### config.mk
export PLATFORM = sky130hd
export DESIGN_NAME = gradient_beam_progress_pixel_gen
export DESIGN_NICKNAME = d
export VERILOG_FILES = /design/src/rtl/gbp_pkg.sv /design/src/rtl/gradient_beam_progress_pixel_gen.sv /design/src/rtl/gbp_div.sv
export SDC_FILE = /design/constraint.sdc
export NUM_CORES = 1
export LEC_CHECK = 0
export BUFFER_PORTS_ARGS = -buffer_cell sky130_fd_sc_hd__buf_2
export CAP_MARGIN = 40
export CORE_ASPECT_RATIO = 0.5
export CORE_UTILIZATION = 60
export DETAILED_ROUTE_END_ITERATION = 6
export PLACE_DENSITY_LB_ADDON = 0.2
export SYNTH_ARGS = -nofsm -noshare
export SYNTH_HDL_FRONTEND = slang
export SYNTH_SLANG_ARGS = --single-unit
### constraint.sdc
create_clock -name clk_i -period 20.7 [get_ports clk_i]
set_input_delay 1.035 -clock clk_i [delete_from_list [all_inputs] [get_ports clk_i]]
set_output_delay 1.035 -clock clk_i [all_outputs]
set_load 0.05 [all_outputs]
### src/rtl/gbp_pkg.sv
// Shared types and constants of the gradient beam progress pixel generator.
package gbp_pkg;

  localparam int OP_W      = 2;
  localparam int COL_W     = 12;
  localparam int CFG_IDX_W = 3;
  localparam int CFG_W     = 13;
  localparam int TRK_W     = 13;
  localparam int BW_W      = 13;
  localparam int STEP_W    = 8;
  localparam int SHIFT_W   = 5;
  localparam int POS_W     = 14;
  localparam int QUO_W     = 16;
  localparam int PIX_W     = 32;
  localparam int COMP_W    = 8;
  localparam int T_W       = QUO_W + 1;
  localparam int PROD_W    = T_W + 9;

  // operation codes
  localparam logic [OP_W-1:0] OP_PIXEL   = 2'd0;
  localparam logic [OP_W-1:0] OP_TICK    = 2'd1;
  localparam logic [OP_W-1:0] OP_RESTART = 2'd2;

  // register indexes
  localparam logic [CFG_IDX_W-1:0] CFG_TRACK   = 3'd0;
  localparam logic [CFG_IDX_W-1:0] CFG_BEAM    = 3'd1;
  localparam logic [CFG_IDX_W-1:0] CFG_STEP    = 3'd2;
  localparam logic [CFG_IDX_W-1:0] CFG_FORMAT  = 3'd3;
  localparam logic [CFG_IDX_W-1:0] CFG_RSHIFT  = 3'd4;
  localparam logic [CFG_IDX_W-1:0] CFG_GSHIFT  = 3'd5;
  localparam logic [CFG_IDX_W-1:0] CFG_BSHIFT  = 3'd6;

  // register reset values
  localparam logic [TRK_W-1:0]   TRACK_RST  = 13'd540;
  localparam logic [BW_W-1:0]    BW_RST     = 13'd180;
  localparam logic [STEP_W-1:0]  STEP_RST   = 8'd18;
  localparam logic               FORMAT_RST = 1'b1;
  localparam logic [SHIFT_W-1:0] RSHIFT_RST = 5'd16;
  localparam logic [SHIFT_W-1:0] GSHIFT_RST = 5'd8;
  localparam logic [SHIFT_W-1:0] BSHIFT_RST = 5'd0;
  localparam logic [POS_W-1:0]   BEAM_RST   = POS_W'(0) - POS_W'(BW_RST);

  // two-segment color ramp
  localparam logic [COMP_W-1:0] G_LO_BASE  = 8'd30;
  localparam logic [8:0]        G_LO_SLOPE = 9'd240;
  localparam logic [COMP_W-1:0] B_LO_BASE  = 8'd100;
  localparam logic [8:0]        B_LO_SLOPE = 9'd310;
  localparam logic [8:0]        R_HI_SLOPE = 9'd100;
  localparam logic [COMP_W-1:0] G_HI_BASE  = 8'd150;
  localparam logic [8:0]        G_HI_SLOPE = 9'd105;
  localparam logic [COMP_W-1:0] B_HI       = 8'd255;

  typedef struct packed {
    logic            start;
    logic [BW_W-1:0] dividend;
    logic [BW_W-1:0] divisor;
  } gbp_div_req_t;

endpackage

### src/rtl/gradient_beam_progress_pixel_gen.sv
// Top level of the gradient beam progress bar pixel generator.
// An in-beam pixel passes the bit-serial divider (16 quotient bits), then the
//   ramp registers and the pack register; every other word goes straight to
//   pack. No new word is taken until the last one leaves pack, and pack waits
//   while the output slot is still full.
// Reset (async, active low) restores the register defaults and puts the beam
//   start at minus the default beam width; no word is pending after reset.
module gradient_beam_progress_pixel_gen #(
  parameter int MAX_TRACK = 4096
) (
  input  logic                            clk_i,
  input  logic                            rst_ni,
  // input words
  input  logic                            in_valid_i,
  output logic                            in_ready_o,
  input  logic [gbp_pkg::OP_W-1:0]        operation_i,
  input  logic [gbp_pkg::COL_W-1:0]       column_i,
  // result words
  output logic                            out_valid_o,
  input  logic                            out_ready_i,
  output logic [gbp_pkg::PIX_W-1:0]       pixel_value_o,
  output logic                            inside_beam_o,
  // register writes
  input  logic                            cfg_we_i,
  input  logic [gbp_pkg::CFG_IDX_W-1:0]   cfg_index_i,
  input  logic [gbp_pkg::CFG_W-1:0]       cfg_data_i
);
  import gbp_pkg::*;

  // sequencer states
  localparam logic [1:0] S_IDLE = 2'd0;
  localparam logic [1:0] S_DIV  = 2'd1;
  localparam logic [1:0] S_PACK = 2'd2;

  localparam logic [POS_W-1:0] TRACK_LIM = POS_W'(MAX_TRACK);

  // configuration
  logic [TRK_W-1:0]   track_q;
  logic [BW_W-1:0]    bw_q;
  logic [STEP_W-1:0]  step_q;
  logic               fmt_q;
  logic [SHIFT_W-1:0] rsh_q, gsh_q, bsh_q;

  // control
  logic [1:0]         state_q;
  logic [POS_W-1:0]   beam_q;
  logic               inside_q;
  logic               out_valid_q;
  logic [PIX_W-1:0]   pix_out_q;
  logic               inside_out_q;

  // ramp components
  logic [COMP_W-1:0]  r_q, g_q, b_q;
  logic [COMP_W-1:0]  r_d, g_d, b_d;

  logic               accept, out_free;
  logic [POS_W-1:0]   eff_track;
  logic signed [POS_W:0] beam_ext, dist_s, next_s;
  logic               in_beam, wrap;
  logic [POS_W-1:0]   neg_bw;
  gbp_div_req_t       div_req;
  logic               div_done;
  logic [QUO_W-1:0]   quot;

  assign in_ready_o = (state_q == S_IDLE);
  assign accept     = in_valid_i && in_ready_o;
  assign out_free   = !out_valid_q || out_ready_i;

  // beam window and tick arithmetic, signed parts in 15 bits
  always_comb begin
    eff_track = ({1'b0, track_q} > TRACK_LIM) ? TRACK_LIM : {1'b0, track_q};
    beam_ext  = $signed({beam_q[POS_W-1], beam_q});
    dist_s    = $signed({3'b000, column_i}) - beam_ext;
    in_beam   = ({2'b00, column_i} < eff_track) && !dist_s[POS_W] &&
                (dist_s < $signed({2'b00, bw_q}));
    next_s    = beam_ext + $signed({7'b0000000, step_q});
    wrap      = next_s > $signed({1'b0, eff_track});
    neg_bw    = POS_W'(0) - {1'b0, bw_q};
  end

  always_comb begin
    div_req.start    = accept && (operation_i == OP_PIXEL) && in_beam;
    div_req.dividend = dist_s[BW_W-1:0];
    div_req.divisor  = bw_q;
  end

  gbp_div u_div (
    .clk_i  (clk_i),
    .rst_ni (rst_ni),
    .req_i  (div_req),
    .done_o (div_done),
    .quot_o (quot)
  );

  // Ramp: t = 1 - q in Q1.16. Lower half runs dark to mid, upper half mid to
  // bright with u = 2t - 1. One constant product per component.
  logic [T_W-1:0]    t_val, u_val, a_val;
  logic              lo_seg;
  logic [8:0]        kg;
  logic [PROD_W-1:0] prod_r, prod_g, prod_b;

  always_comb begin
    t_val  = T_W'(18'h10000 - {2'b00, quot});
    lo_seg = !t_val[T_W-1] && !t_val[T_W-2];
    u_val  = T_W'({t_val, 1'b0} - 18'h10000);
    a_val  = lo_seg ? t_val : u_val;
    kg     = lo_seg ? G_LO_SLOPE : G_HI_SLOPE;
    prod_r = PROD_W'(a_val) * PROD_W'(R_HI_SLOPE);
    prod_g = PROD_W'(a_val) * PROD_W'(kg);
    prod_b = PROD_W'(a_val) * PROD_W'(B_LO_SLOPE);
    r_d    = lo_seg ? '0 : prod_r[QUO_W +: COMP_W];
    g_d    = (lo_seg ? G_LO_BASE : G_HI_BASE) + prod_g[QUO_W +: COMP_W];
    b_d    = lo_seg ? (B_LO_BASE + prod_b[QUO_W +: COMP_W]) : B_HI;
  end

  // packing: 5:6:5 or 8:8:8, each field shifted by its offset, bits past 32 lost
  logic [PIX_W-1:0] r32, g32, b32, pix_packed;

  always_comb begin
    r32 = fmt_q ? PIX_W'(r_q) : PIX_W'(r_q[7:3]);
    g32 = fmt_q ? PIX_W'(g_q) : PIX_W'(g_q[7:2]);
    b32 = fmt_q ? PIX_W'(b_q) : PIX_W'(b_q[7:3]);
    pix_packed = (r32 << rsh_q) | (g32 << gsh_q) | (b32 << bsh_q);
  end

  always_ff @(posedge clk_i) begin
    if (div_done) begin
      r_q <= r_d;
      g_q <= g_d;
      b_q <= b_d;
    end
    if (state_q == S_PACK && out_free) begin
      pix_out_q    <= inside_q ? pix_packed : '0;
      inside_out_q <= inside_q;
    end
  end

  always_ff @(posedge clk_i or negedge rst_ni) begin
    if (!rst_ni) begin
      track_q     <= TRACK_RST;
      bw_q        <= BW_RST;
      step_q      <= STEP_RST;
      fmt_q       <= FORMAT_RST;
      rsh_q       <= RSHIFT_RST;
      gsh_q       <= GSHIFT_RST;
      bsh_q       <= BSHIFT_RST;
      state_q     <= S_IDLE;
      beam_q      <= BEAM_RST;
      inside_q    <= 1'b0;
      out_valid_q <= 1'b0;
    end else begin
      if (cfg_we_i) begin
        unique case (cfg_index_i)
          CFG_TRACK:  track_q <= cfg_data_i[TRK_W-1:0];
          CFG_BEAM:   bw_q    <= cfg_data_i[BW_W-1:0];
          CFG_STEP:   step_q  <= cfg_data_i[STEP_W-1:0];
          CFG_FORMAT: fmt_q   <= cfg_data_i[0];
          CFG_RSHIFT: rsh_q   <= cfg_data_i[SHIFT_W-1:0];
          CFG_GSHIFT: gsh_q   <= cfg_data_i[SHIFT_W-1:0];
          CFG_BSHIFT: bsh_q   <= cfg_data_i[SHIFT_W-1:0];
          default: ;
        endcase
      end

      // a new word loads only once the output slot is free
      if (state_q == S_PACK && out_free) begin
        out_valid_q <= 1'b1;
      end else if (out_valid_q && out_ready_i) begin
        out_valid_q <= 1'b0;
      end

      unique case (state_q)
        S_IDLE: begin
          if (accept) begin
            inside_q <= div_req.start;
            state_q  <= div_req.start ? S_DIV : S_PACK;
            case (operation_i)
              OP_TICK:    beam_q <= wrap ? neg_bw : next_s[POS_W-1:0];
              OP_RESTART: beam_q <= neg_bw;
              default: ;
            endcase
          end
        end
        S_DIV: begin
          if (div_done) state_q <= S_PACK;
        end
        S_PACK: begin
          if (out_free) state_q <= S_IDLE;
        end
        default: state_q <= S_IDLE;
      endcase
    end
  end

  assign out_valid_o   = out_valid_q;
  assign pixel_value_o = pix_out_q;
  assign inside_beam_o = inside_out_q;

  a_div_only_pixel: assert property (@(posedge clk_i) disable iff (!rst_ni)
    div_req.start |-> (state_q == S_IDLE) && (operation_i == OP_PIXEL))
    else $error("division started for a non-pixel word");
  a_done_in_div: assert property (@(posedge clk_i) disable iff (!rst_ni)
    div_done |-> (state_q == S_DIV)) else $error("quotient arrived outside divide");
  a_out_from_pack: assert property (@(posedge clk_i) disable iff (!rst_ni)
    $rose(out_valid_q) |-> ($past(state_q) == S_PACK))
    else $error("result word raised outside pack");
  a_busy_after_accept: assert property (@(posedge clk_i) disable iff (!rst_ni)
    accept |=> !in_ready_o) else $error("second word taken while busy");

endmodule

### src/rtl/gbp_div.sv
// Bit-serial restoring divider: (dividend << 16) / divisor, dividend < divisor.
module gbp_div (
  input  logic                        clk_i,
  input  logic                        rst_ni,
  input  gbp_pkg::gbp_div_req_t       req_i,
  output logic                        done_o,
  output logic [gbp_pkg::QUO_W-1:0]   quot_o
);
  import gbp_pkg::*;

  localparam int CNT_W = $clog2(QUO_W);

  logic             busy_q, done_q;
  logic [CNT_W-1:0] cnt_q;
  logic [BW_W-1:0]  rem_q, dvs_q;
  logic [QUO_W-1:0] quot_q;
  logic [BW_W:0]    rem2, rem_sub;
  logic             fits;

  always_comb begin
    rem2    = {rem_q, 1'b0};
    fits    = rem2 >= {1'b0, dvs_q};
    rem_sub = rem2 - {1'b0, dvs_q};
  end

  always_ff @(posedge clk_i or negedge rst_ni) begin
    if (!rst_ni) begin
      busy_q <= 1'b0;
      done_q <= 1'b0;
      cnt_q  <= '0;
    end else begin
      // done pulses the cycle after the last quotient bit
      done_q <= !req_i.start && busy_q && (cnt_q == '0);
      if (req_i.start) begin
        busy_q <= 1'b1;
        cnt_q  <= CNT_W'(QUO_W - 1);
      end else if (busy_q) begin
        cnt_q <= cnt_q - 1'b1;
        if (cnt_q == '0) begin
          busy_q <= 1'b0;
        end
      end
    end
  end

  // remainder and quotient shift one bit per cycle
  always_ff @(posedge clk_i) begin
    if (req_i.start) begin
      rem_q <= req_i.dividend;
      dvs_q <= req_i.divisor;
    end else if (busy_q) begin
      rem_q  <= fits ? rem_sub[BW_W-1:0] : rem2[BW_W-1:0];
      quot_q <= {quot_q[QUO_W-2:0], fits};
    end
  end

  assign done_o = done_q;
  assign quot_o = quot_q;

  a_done_pulse: assert property (@(posedge clk_i) disable iff (!rst_ni)
    done_q |=> !done_q) else $error("divider done held");
  a_no_restart: assert property (@(posedge clk_i) disable iff (!rst_ni)
    req_i.start |-> !busy_q) else $error("divider restarted while busy");

endmodule

==> results of run 1 <==
[layout make-up]
type,count,area (sq um),share of cell area (%)
clock inverters,14,151,0.816
repair buffers,85,515,2.78
flip-flops and latches,173,4850,26.2
inverters,243,912,4.92
clock buffers,18,429,2.31
well taps,382,478,2.58
multi-input cells,1332,11200,60.4
[layout by cell type, fill, tap and decap left out, types with 7 or more instances in the layout]
cell type  Yosys  layout
inv_1        239     239
ha_1         205     205
nand2_1      140     140
nor2_1       131     131
fa_1         109     109
edfxtp_1      99      99
a21oi_1       89      89
o21ai_0       81      81
buf_2          3      71
mux2_2        55      55
xnor2_1       52      52
dfrtp_1       52      52
mux2i_1       51      51
xor2_1        37      37
nor3_1        31      30
a21o_1        27      27
a22oi_1       25      25
nand2b_1      22      22
nor2b_1       23      22
dfstp_2       22      22
nand3_1       20      20
conb_1         2      17
clkbuf_16      0      17
or2_2         15      15
and2_1        15      15
o21a_1        15      15
o22ai_1       15      15
nand4_1       14      14
or3_1         10      10
a31oi_1       10      10
buf_4          1      10
a211oi_1       9       9
nor4_1         8       8
nor3b_1        8       7
a221oi_1       7       7
and3_1         7       7
a22o_1         7       7
[sequential cells by signal, summed over array words and instances (netlist names), 4 cells and up]
name and count:
bw_q 13, rsh_q 5, u_div.cnt_q 4, u_div.dvs_q 13, b_q 8, beam_q 14
g_q 8, u_div.rem_q 13, bsh_q 5, gsh_q 5, step_q 8, pixel_value_o 32
track_q 13, u_div.quot_o 16, r_q 8
[critical path: cells and delay by family (launching register included)]
family                     cells  cell delay [ns]
AOI/OAI and AO/OA              7             1.73
xor gates and xnor gates       2             0.26
adders and majority gates      6             2.69
buffers and inverters          6             0.81
DFF                            1             0.52
muxes                          1             0.18
and+or+nand+nor                8             2.19
[through the flow]
| stage | hold WS, ns | util (%) | cells |
|---|---|---|---|
| floorplan | 0.425 | - | 1803 |
| global placement | 0.428 | 64.1 | 2207 |
| detailed placement | 0.436 | 64.5 | 2215 |
| CTS | 0.420 | 66.6 | 2247 |
| global route | 0.417 | 66.6 | 2247 |
| finish | 0.427 | 66.6 | 2247 |
[final timing paths]
| kind | from | endpoint | slack (ns) | cells past startpoint |
|---|---|---|---|---|
| worst max-delay path | u_div.quot_o[0]$_DFFE_PP_ | g_q[7]$_DFFE_PP_ | 12.03 | 30 |
| worst min-delay path | rst_ni | bw_q[9]$_DFFE_PN0P_ | 0.43 | 1 |
| worst max register to register | u_div.quot_o[0]$_DFFE_PP_ | g_q[7]$_DFFE_PP_ | 12.03 | 30 |
| worst min register to register | bw_q[1]$_DFFE_PN0P_ | u_div.dvs_q[1]$_DFFE_PP_ | 0.45 | 0 |
| max in group asynchronous | rst_ni | track_q[2]$_DFFE_PN1P_ | 19.64 | 2 |
| min in group clk_i | bw_q[1]$_DFFE_PN0P_ | u_div.dvs_q[1]$_DFFE_PP_ | 0.45 | 0 |
[logic make-up after synthesis]
group / after synthesis / share of synthesized area, %
and+or+nand+nor: 456 / 12.6
AOI/OAI and AO/OA: 343 / 13.1
adders and majority gates: 315 / 27.8
buffers and inverters: 298 / 6.67
DFF: 173 / 28.3
muxes: 112 / 7.00
xor gates and xnor gates: 89 / 4.55
other: 2 / 0.0438
[layer usage]
metal | up-vias | routed length, um
met4 | 0 | 1440
met1 | 6188 | 17500
met5 | - | 0
li1 | 6313 | -
met2 | 307 | 19800
met3 | 93 | 1570
==> metrics.txt, run 1 <==
normalized max-slew margin between 40 and 50%; total cell area at the placement stage 18000 sq um; Resized Gates After CTS 0; Clk Latency, worst-skew pair 0.45 ns; dominant cell by count in the synthesized netlist inv_1; Worst Hold Class in -> async; worst setup path category reg -> reg; number of setup violations in the final report 0; cell type of the slowest stage on the worst timing path fa_1; Post-Syn Area per Cell around 9.6 sq um; # Max-Cap Violations 0; Die Width 241 um; filler cell count between 2k and 2.5k; number of hold violations in the final report 0; biggest cell delay along the critical path approximately 0.64 ns; final worst-path setup slack around 12 ns; Synth area leaders edfxtp_1, ha_1, fa_1; Total Die Area 29300 sq um; most used routing layer in global routing met2; layout net count 2201; run status finished, violations left; initial antenna violation count 1; number of core rows 43; drt wl/cell 17.9 um; number of distinct standard cells referenced by the synthesized netlist 80; Detail Route Antenna Nets 0; weighted congestion reported at the end of routability-driven placement 0.980; met3 GRT Util approximately 4.5%; critical path startpoint category register; clock tree from TritonCTS done; proportion of synthesized flip-flops having asynchronous set or reset 42.8%; share of the clock period used by the worst path after layout a little over two fifths; initial cell density of the core 61.5%; global router's overall resource usage 28.7%; number of detailed-routing iterations run before antenna repair 7; via count around 13k; Post-Place Worst Slack around 12 ns; f_max between 100 and 150 MHz; TritonCTS Sinks approximately 170; Final Routed Wirelength a little over 40 mm; Worst EP required between 20 and 25 ns; fin crit period between 8 and 9 ns; top cell type's share of synthesized area around 17%; total count of max-transition violations in the final report 0; maximum fanout along the worst path 32; setup clock skew after layout ~0.011 ns; share of final-layout standard cells stronger than drive strength 1 between 10% and 20%; Synth Warn # 0; root buf cell clkbuf_16; core area about 28000 sq um; number of clock buffers inserted by TritonCTS 17; met2 usage just over 50%; worst path arrival time slightly below 9 ns; htree depth 4; Syn-to-layout area delta 8.24%; number of enable-type register cells in the synthesized netlist 99; wire length of the first global-routing pass 64.9 mm; type of element capturing the critical path register; Synth Register Bits 173; hold-fix buffer count after cts 0; final instance area between 15000 and 20000 sq um; sum of overflow across all layers after global routing 0; DR vias/cell 5.74; dominant cell type by area after synthesis edfxtp_1; Fin Setup TNS 0 ns; count of buffers added by post-CTS timing repair for setup 0; commonest cells in the netlist inv_1, ha_1, nand2_1, nor2_1, fa_1; cell count after synthesis between 1.5k and 2k; transition time at the pin with the least slew margin 0.772 ns; met1 Usage GRT 35.5%; sequential area share after synthesis 28.3%; number of buffers inserted by port buffering between 60 and 70; top_reg_cell synth edfxtp_1; number of remaining DRC errors 1; RSZ-0062 raised after global routing no; Max Buffers Root-to-Sink 2; number of global-route vias before repair 12.9k; Die Y 122 um; detailed router's first-iteration violation count roughly 750; clock-pin transition on the worst setup and hold timing paths 0.08 ns; number of antenna diodes 0; Netlist Area Pre-Place about 17000 sq um; estimated wirelength of the detail-placed design ~32 mm; ports placed on the boundary 70; violations in the final reports design-rule violations; maximum number of pins on one net before global-route repair 62
Power of run 1 is left out: the tool's default activity adds up to more than one toggle a clock period on the data nets, which glitch-free logic cannot reach.
==> run 2: changes to the inputs <==
Settings changed: ABC_AREA set to 1, CORE_UTILIZATION 60 to 58.
Clock period 20.7 ns to 7 ns, I/O delays scaled along.
==> run 2 against run 1 <==
  * Highest routed layer unchanged
  * Core utilization is 1.9 points lower
  * Synthesized area is 7.9% higher
  * Final area is 7.6% higher
  * Register-to-register slack worse by 12 ns
  * Non-clock buffer count is 3 higher
  * Clock skew is 0.0040 ns higher
  * Flip-flop and latch count stayed put
  * Critical path depth stayed put
  * Fmax is 32% higher
  * The flow now finishes without violations
  * Die area is 11% higher
  * Synthesized cell count is 35% higher
==> metrics.txt, run 2 <==
run status finished, final reports clean; weighted congestion reported at the end of routability-driven placement around 1.0; core area just over 30000 sq um; number of core rows 45; number of remaining DRC errors 0; Detail Route Antenna Nets 0; commonest cells in the netlist nand2_1, inv_1, ha_1, o21ai_0, nor2_1; top_reg_cell synth edfxtp_1; detailed router's first-iteration violation count about 1.2k; type of element capturing the critical path register; number of global-route vias before repair around 15k; critical path startpoint category register; number of distinct standard cells referenced by the synthesized netlist 63; root buf cell clkbuf_16; dominant cell by count in the synthesized netlist nand2_1; clock-pin transition on the worst setup and hold timing paths ~0.070 ns; R2R depth 30; Syn-to-layout area delta 7.92%; sum of overflow across all layers after global routing 0; maximum number of pins on one net before global-route repair 61; number of detailed-routing iterations run before antenna repair 7; share of final-layout standard cells stronger than drive strength 1 7.78%; Min Hold Slack between 0.15 and 0.2 ns; number of buffers inserted by port buffering between 60 and 70; Cells on Worst Hold Path 3; htree depth 4; share of the clock period used by the worst path after layout slightly above 90%; number of setup violations in the final report 0; number of antenna diodes 0; Clk Latency, worst-skew pair ~0.45 ns; cell count after synthesis between 2k and 2.5k; total count of max-transition violations in the final report 0; transition time at the pin with the least slew margin approximately 0.76 ns; Die Width about 250 um; biggest cell delay along the critical path ~0.54 ns; final core occ between 60% and 70%; Max Buffers Root-to-Sink 2; ports placed on the boundary 70; Synth area leaders edfxtp_1, ha_1, nand2_1; drt wl/cell 16.7 um; origin of the critical flop-to-flop path u_div.quot_o[8]$_DFFE_PP_; TritonCTS Sinks roughly 170; worst path arrival time approximately 6.8 ns; setup slack, reg-to-reg about 0.45 ns; number of hold violations in the final report 0; fin crit period about 6.5 ns; DR vias/cell ~5.5; Post-Syn Area per Cell 7.65 sq um; proportion of synthesized flip-flops having asynchronous set or reset between 40 and 50%; Post-Place Worst Slack between 0.15 and 0.2 ns; via count roughly 16k; most common cell type on the critical path nor2_1; dominant cell type by area after synthesis edfxtp_1; Die Y 128 um; filler cell count ~2.8k; sequential area share after synthesis a little over a quarter; Synth Register Bits ~170; maximum fanout along the worst path 18; final worst-path setup slack around 0.45 ns; launch instance of the worst min-delay path cfg_data_i[9]; clock tree from TritonCTS done; top cell type's share of synthesized area 16.1%; layout net count 2831; initial cell density of the core about three fifths; normalized max-slew margin 49.1%; most common library cell in the layout ignoring fill and taps nand2_1; Netlist Area Pre-Place between 15000 and 20000 sq um; wire length of the first global-routing pass ~80 mm; Worst Hold Class in -> reg; worst setup path category reg -> reg; number of clock buffers inserted by TritonCTS 17; WHS Endpoint track_q[9]$_DFFE_PN1P_; initial antenna violation count 0; setup clock skew after layout around 0.015 ns; Worst EP required 7.20 ns; most frequent cells in the layout nand2_1, inv_1, ha_1, o21ai_0, nor2_1; # Max-Cap Violations 0; flip-flop count of the largest register after layout 32; Total Die Area 32600 sq um; Final Routed Wirelength 48.7 mm; global router's overall resource usage 30.7%; Synth Warn # 0; cell type of the slowest stage on the worst timing path fa_1; endpoint of the lowest-slack register-to-register path g_q[7]$_DFFE_PP_; f_max approximately 150 MHz; number of enable-type register cells in the synthesized netlist between 90 and 100; estimated wirelength of the detail-placed design 39.9 mm
## run 2: changes by cell type in the layout (fill, tap and decap cells not counted), sizes merged, moves of 22 or more
cell and delta:
a21oi +22, a22oi -25, inv +142, mux2 -60, mux2i -44, nand2 +465, nand2b -22, nand3 +127
nor2 +42, nor2b -23, o21ai +118, xnor2 -33
## run 2: stage by stage
step	TNS [ns]	instance area, sq um	std cells
2_1_floorplan	0	18600	2434
3_3_place_gp	0	19300	2881
3_5_place_dp	0	19300	2884
4_1_cts	0	19900	2917
5_1_grt	-0.0143	20000	2918
6_report	0	20000	2918
## run 2: worst max-delay path by stage
stage	startpoint	to	slack [ns]	cells after the start
floorplan	u_div.quot_o[0]$_DFFE_PP_	g_q[7]$_DFFE_PP_	0.60	31
global placement	u_div.quot_o[0]$_DFFE_PP_	g_q[7]$_DFFE_PP_	0.39	29
detailed placement	u_div.quot_o[0]$_DFFE_PP_	g_q[7]$_DFFE_PP_	0.19	30
CTS	u_div.quot_o[0]$_DFFE_PP_	g_q[7]$_DFFE_PP_	0.24	29
global route	u_div.quot_o[0]$_DFFE_PP_	g_q[7]$_DFFE_PP_	-0.01	30
finish	u_div.quot_o[8]$_DFFE_PP_	g_q[7]$_DFFE_PP_	0.45	30
## run 2: per-layer routing
metal  track usage, %  part of all wire (%)  up-vias
li1                 -                     -     8000
met1             40.2                    44     7545
met2             52.0                    47      498
met3             4.26                   5.4       96
met4             11.1                   2.8        0
met5                0                     0        -
## run 2: repair_timing
action / in CTS / in global routing
endpoints found under the hold margin: 13 / 0
setup buffers: 0 / 1
hold buffers: 1 / 0
setup endpoints to repair: 0 / 4
resized for setup: 0 / 14
## run 2: cell families (layout without fill, tap and decap cells)
family | count (synthesis) | in the layout | share of synthesized area [%]
AOI/OAI and AO/OA | 389 | 389 | 11.7
xor gates and xnor gates | 69 | 69 | 3.27
adders and majority gates | 314 | 314 | 25.7
buffers and inverters | 448 | 509 | 9.42
DFF | 173 | 173 | 26.2
muxes | 8 | 8 | 0.433
other | 2 | 17 | 0.0406
and+or+nand+nor | 1016 | 1016 | 23.3
## run 2: worst max-delay path: cells and delay by family, from the launching register on
kind                       cells  cell delay, ns
buffers and inverters          6            0.58
and+or+nand+nor               13            1.64
xor gates and xnor gates       2            0.25
DFF                            1            0.51
adders and majority gates      6            2.80
AOI/OAI and AO/OA              3            0.54
## run 2: area by class of cell
cell class	instances	area, sq um	area share, %
multi-input combinational	1813	12000	60.1
clock buffer	22	485	2.43
tap	423	529	2.65
clock inverter	10	77.6	0.389
timing repair buffer	88	544	2.73
sequential	173	4850	24.3
inverter	389	1470	7.37
Power of run 2 is left out for the same reason.
==> run 3: changes to the inputs <==
Settings changed: ABC_AREA 1 to not set.
==> run 3 against run 2 <==
  * The run now ends with negative setup slack left
  * Fmax shrank 12%
  * Non-clock buffer count grew 119
  * Highest routed layer unchanged
  * Final area grew 0.64%
  * Final cell count shrank 19%
  * Via count shrank 17%
  * Clock skew shrank 0.0041 ns
  * Critical path type unchanged
  * Count of clock-buffer cells in the layout shrank 5
  * Core utilization grew 4.5 points
  * Critical path depth grew 1
  * Flip-flop and latch count is the same
==> metrics.txt, run 3 (synthesis gave the netlist of run 1 again) <==
run status finished, violations left; violations in the final reports negative setup slack; wire length of the first global-routing pass ~65 mm; via count 13.4k; launch instance of the worst min-delay path cfg_data_i[8]; Worst Hold Class in -> reg; register area about 4900 sq um; clock tree from TritonCTS done; share of the clock period used by the worst path after layout 106%; Final Routed Wirelength about 40 mm; global router's overall resource usage around 27%; endpoint of the lowest-slack register-to-register path g_q[6]$_DFFE_PP_; normalized max-slew margin between 40% and 50%; Die Width 245 um; Worst EP required around 7.2 ns; DR vias/cell about 5.6; R2R depth 31; fin crit period between 7 and 8 ns; Cells on Worst Hold Path 3; root buf cell clkbuf_16; type of element capturing the critical path register; number of setup violations in the final report 3; number of remaining DRC errors 0; setup clock skew after layout 0.0111 ns; number of detailed-routing iterations run before antenna repair 7; total length of routed met2 wires a little over 20 mm; total count of max-transition violations in the final report 0; Routed met3 length 1.51 mm; ports placed on the boundary 70; maximum fanout along the worst path 4; drt wl/cell about 17 um; origin of the critical flop-to-flop path u_div.quot_o[3]$_DFFE_PP_; transition time at the pin with the least slew margin between 0.7 and 0.8 ns; worst setup path category reg -> reg; number of global-route vias before repair about 13k; Syn-to-layout area delta 17.2%; detailed router's first-iteration violation count roughly 1.1k; area of the multi-input gates 11700 sq um; TritonCTS Sinks ~170; number of core rows between 40 and 50; sum of overflow across all layers after global routing 0; most common library cell in the layout ignoring fill and taps inv_1; initial cell density of the core about three fifths; wl on met1 roughly 18 mm; Clk Latency, worst-skew pair about 0.46 ns; worst path arrival time 7.62 ns; highest signal layer in the routed design met4; core area between 20000 and 30000 sq um; setup slack, reg-to-reg -0.42 ns; number of buffers inserted by port buffering 69; cell type of the slowest stage on the worst timing path fa_1; Detail Route Antenna Nets 0; initial antenna violation count 0; share of final-layout standard cells stronger than drive strength 1 a little over a fifth; final worst-path setup slack -0.417 ns; RSZ-0062 raised after global routing yes; weighted congestion reported at the end of routability-driven placement around 0.99; Post-Place Worst Slack -0.313 ns; estimated wirelength of the detail-placed design 32.0 mm; filler cell count ~2.2k; maximum number of pins on one net before global-route repair 50; # Max-Cap Violations 0; f_max roughly 130 MHz; flip-flop count of the largest register after layout 32; number of clock buffers inserted by TritonCTS 17; number of hold violations in the final report 0; most common cell type on the critical path fa_1; critical path startpoint category register; final core occ a little under 70%; layout net count 2323; clock-pin transition on the worst setup and hold timing paths about 0.080 ns; number of antenna diodes 0; Max Buffers Root-to-Sink 2; most frequent cells in the layout inv_1, ha_1, nand2_1, buf_4, nor2_1; Die Y approximately 120 um; Min Hold Slack roughly 0.11 ns; WHS Endpoint bw_q[8]$_DFFE_PN0P_; Total Die Area around 30000 sq um; biggest cell delay along the critical path 0.54 ns; htree depth 4
run 3: cell types whose count changed in the layout (fill, tap and decap cells not counted), sizes merged, moves of 22 or more:
| cell | before | now |
|---|---|---|
| inv | 388 | 248 |
| nand3 | 147 | 20 |
| xnor2 | 19 | 52 |
| nor2b | 0 | 23 |
| nand2b | 0 | 22 |
| nor2 | 173 | 131 |
| nand2 | 605 | 140 |
| mux2i | 8 | 52 |
| a21oi | 111 | 89 |
| o21ai | 202 | 84 |
| buf | 87 | 206 |
| mux2 | 0 | 60 |
| a22oi | 0 | 25 |
run 3: metal layers:
layer / global-route usage (%) / vias up
li1: - / 6559
met1: 34.7 / 6481
met2: 49.0 / 295
met3: 4.15 / 71
met4: 8.01 / 0
met5: 0 / -
run 3: area by class of cell:
class,count,share of cell area (%)
inverter,243,4.57
multi-input combinational,1332,58.4
tap,391,2.44
sequential,173,24.2
clock buffer,17,2.12
timing repair buffer,207,7.43
clock inverter,15,0.853
run 3: timing repair:
item	4_1_cts	5_1_grt
hold buffers	1	0
hold endpoints to repair	18	0
setup buffers	13	14
pin swaps	34	45
gates resized for setup	24	59
cloned	0	0
setup endpoints to repair	5	8
run 3: worst max-delay path: cells and delay by family (launching register included):
| family | cells | cell delay, ns |
|---|---|---|
| adder cells (fa/ha/maj) | 6 | 2.60 |
| multiplexers | 1 | 0.20 |
| XOR/XNOR | 2 | 0.22 |
| flip-flops | 1 | 0.44 |
| AO/OA/AOI/OAI | 6 | 1.10 |
| AND/OR/NAND/NOR | 8 | 1.80 |
| buffers and inverters | 8 | 0.81 |
run 3: worst max-delay path by stage:
stage,startpoint,end,depth (start not counted)
after floorplan,u_div.quot_o[3]$_DFFE_PP_,g_q[7]$_DFFE_PP_,31
after global placement,u_div.quot_o[3]$_DFFE_PP_,g_q[7]$_DFFE_PP_,29
after detailed placement,u_div.quot_o[3]$_DFFE_PP_,g_q[7]$_DFFE_PP_,29
after CTS,u_div.quot_o[2]$_DFFE_PP_,g_q[7]$_DFFE_PP_,32
after global routing,u_div.quot_o[3]$_DFFE_PP_,g_q[7]$_DFFE_PP_,32
final,u_div.quot_o[3]$_DFFE_PP_,g_q[6]$_DFFE_PP_,31
run 3: per-stage QoR:
step | instances | setup TNS [ns] | instance area (sq um)
floorplan | 1803 | -0.00551 | 17500
global placement | 2314 | -0.223 | 18800
detailed placement | 2320 | -0.807 | 18900
CTS | 2366 | -0.573 | 19800
global route | 2378 | -2.09 | 20100
finish | 2378 | -1.02 | 20100
Power of run 3 is left out for the same reason.
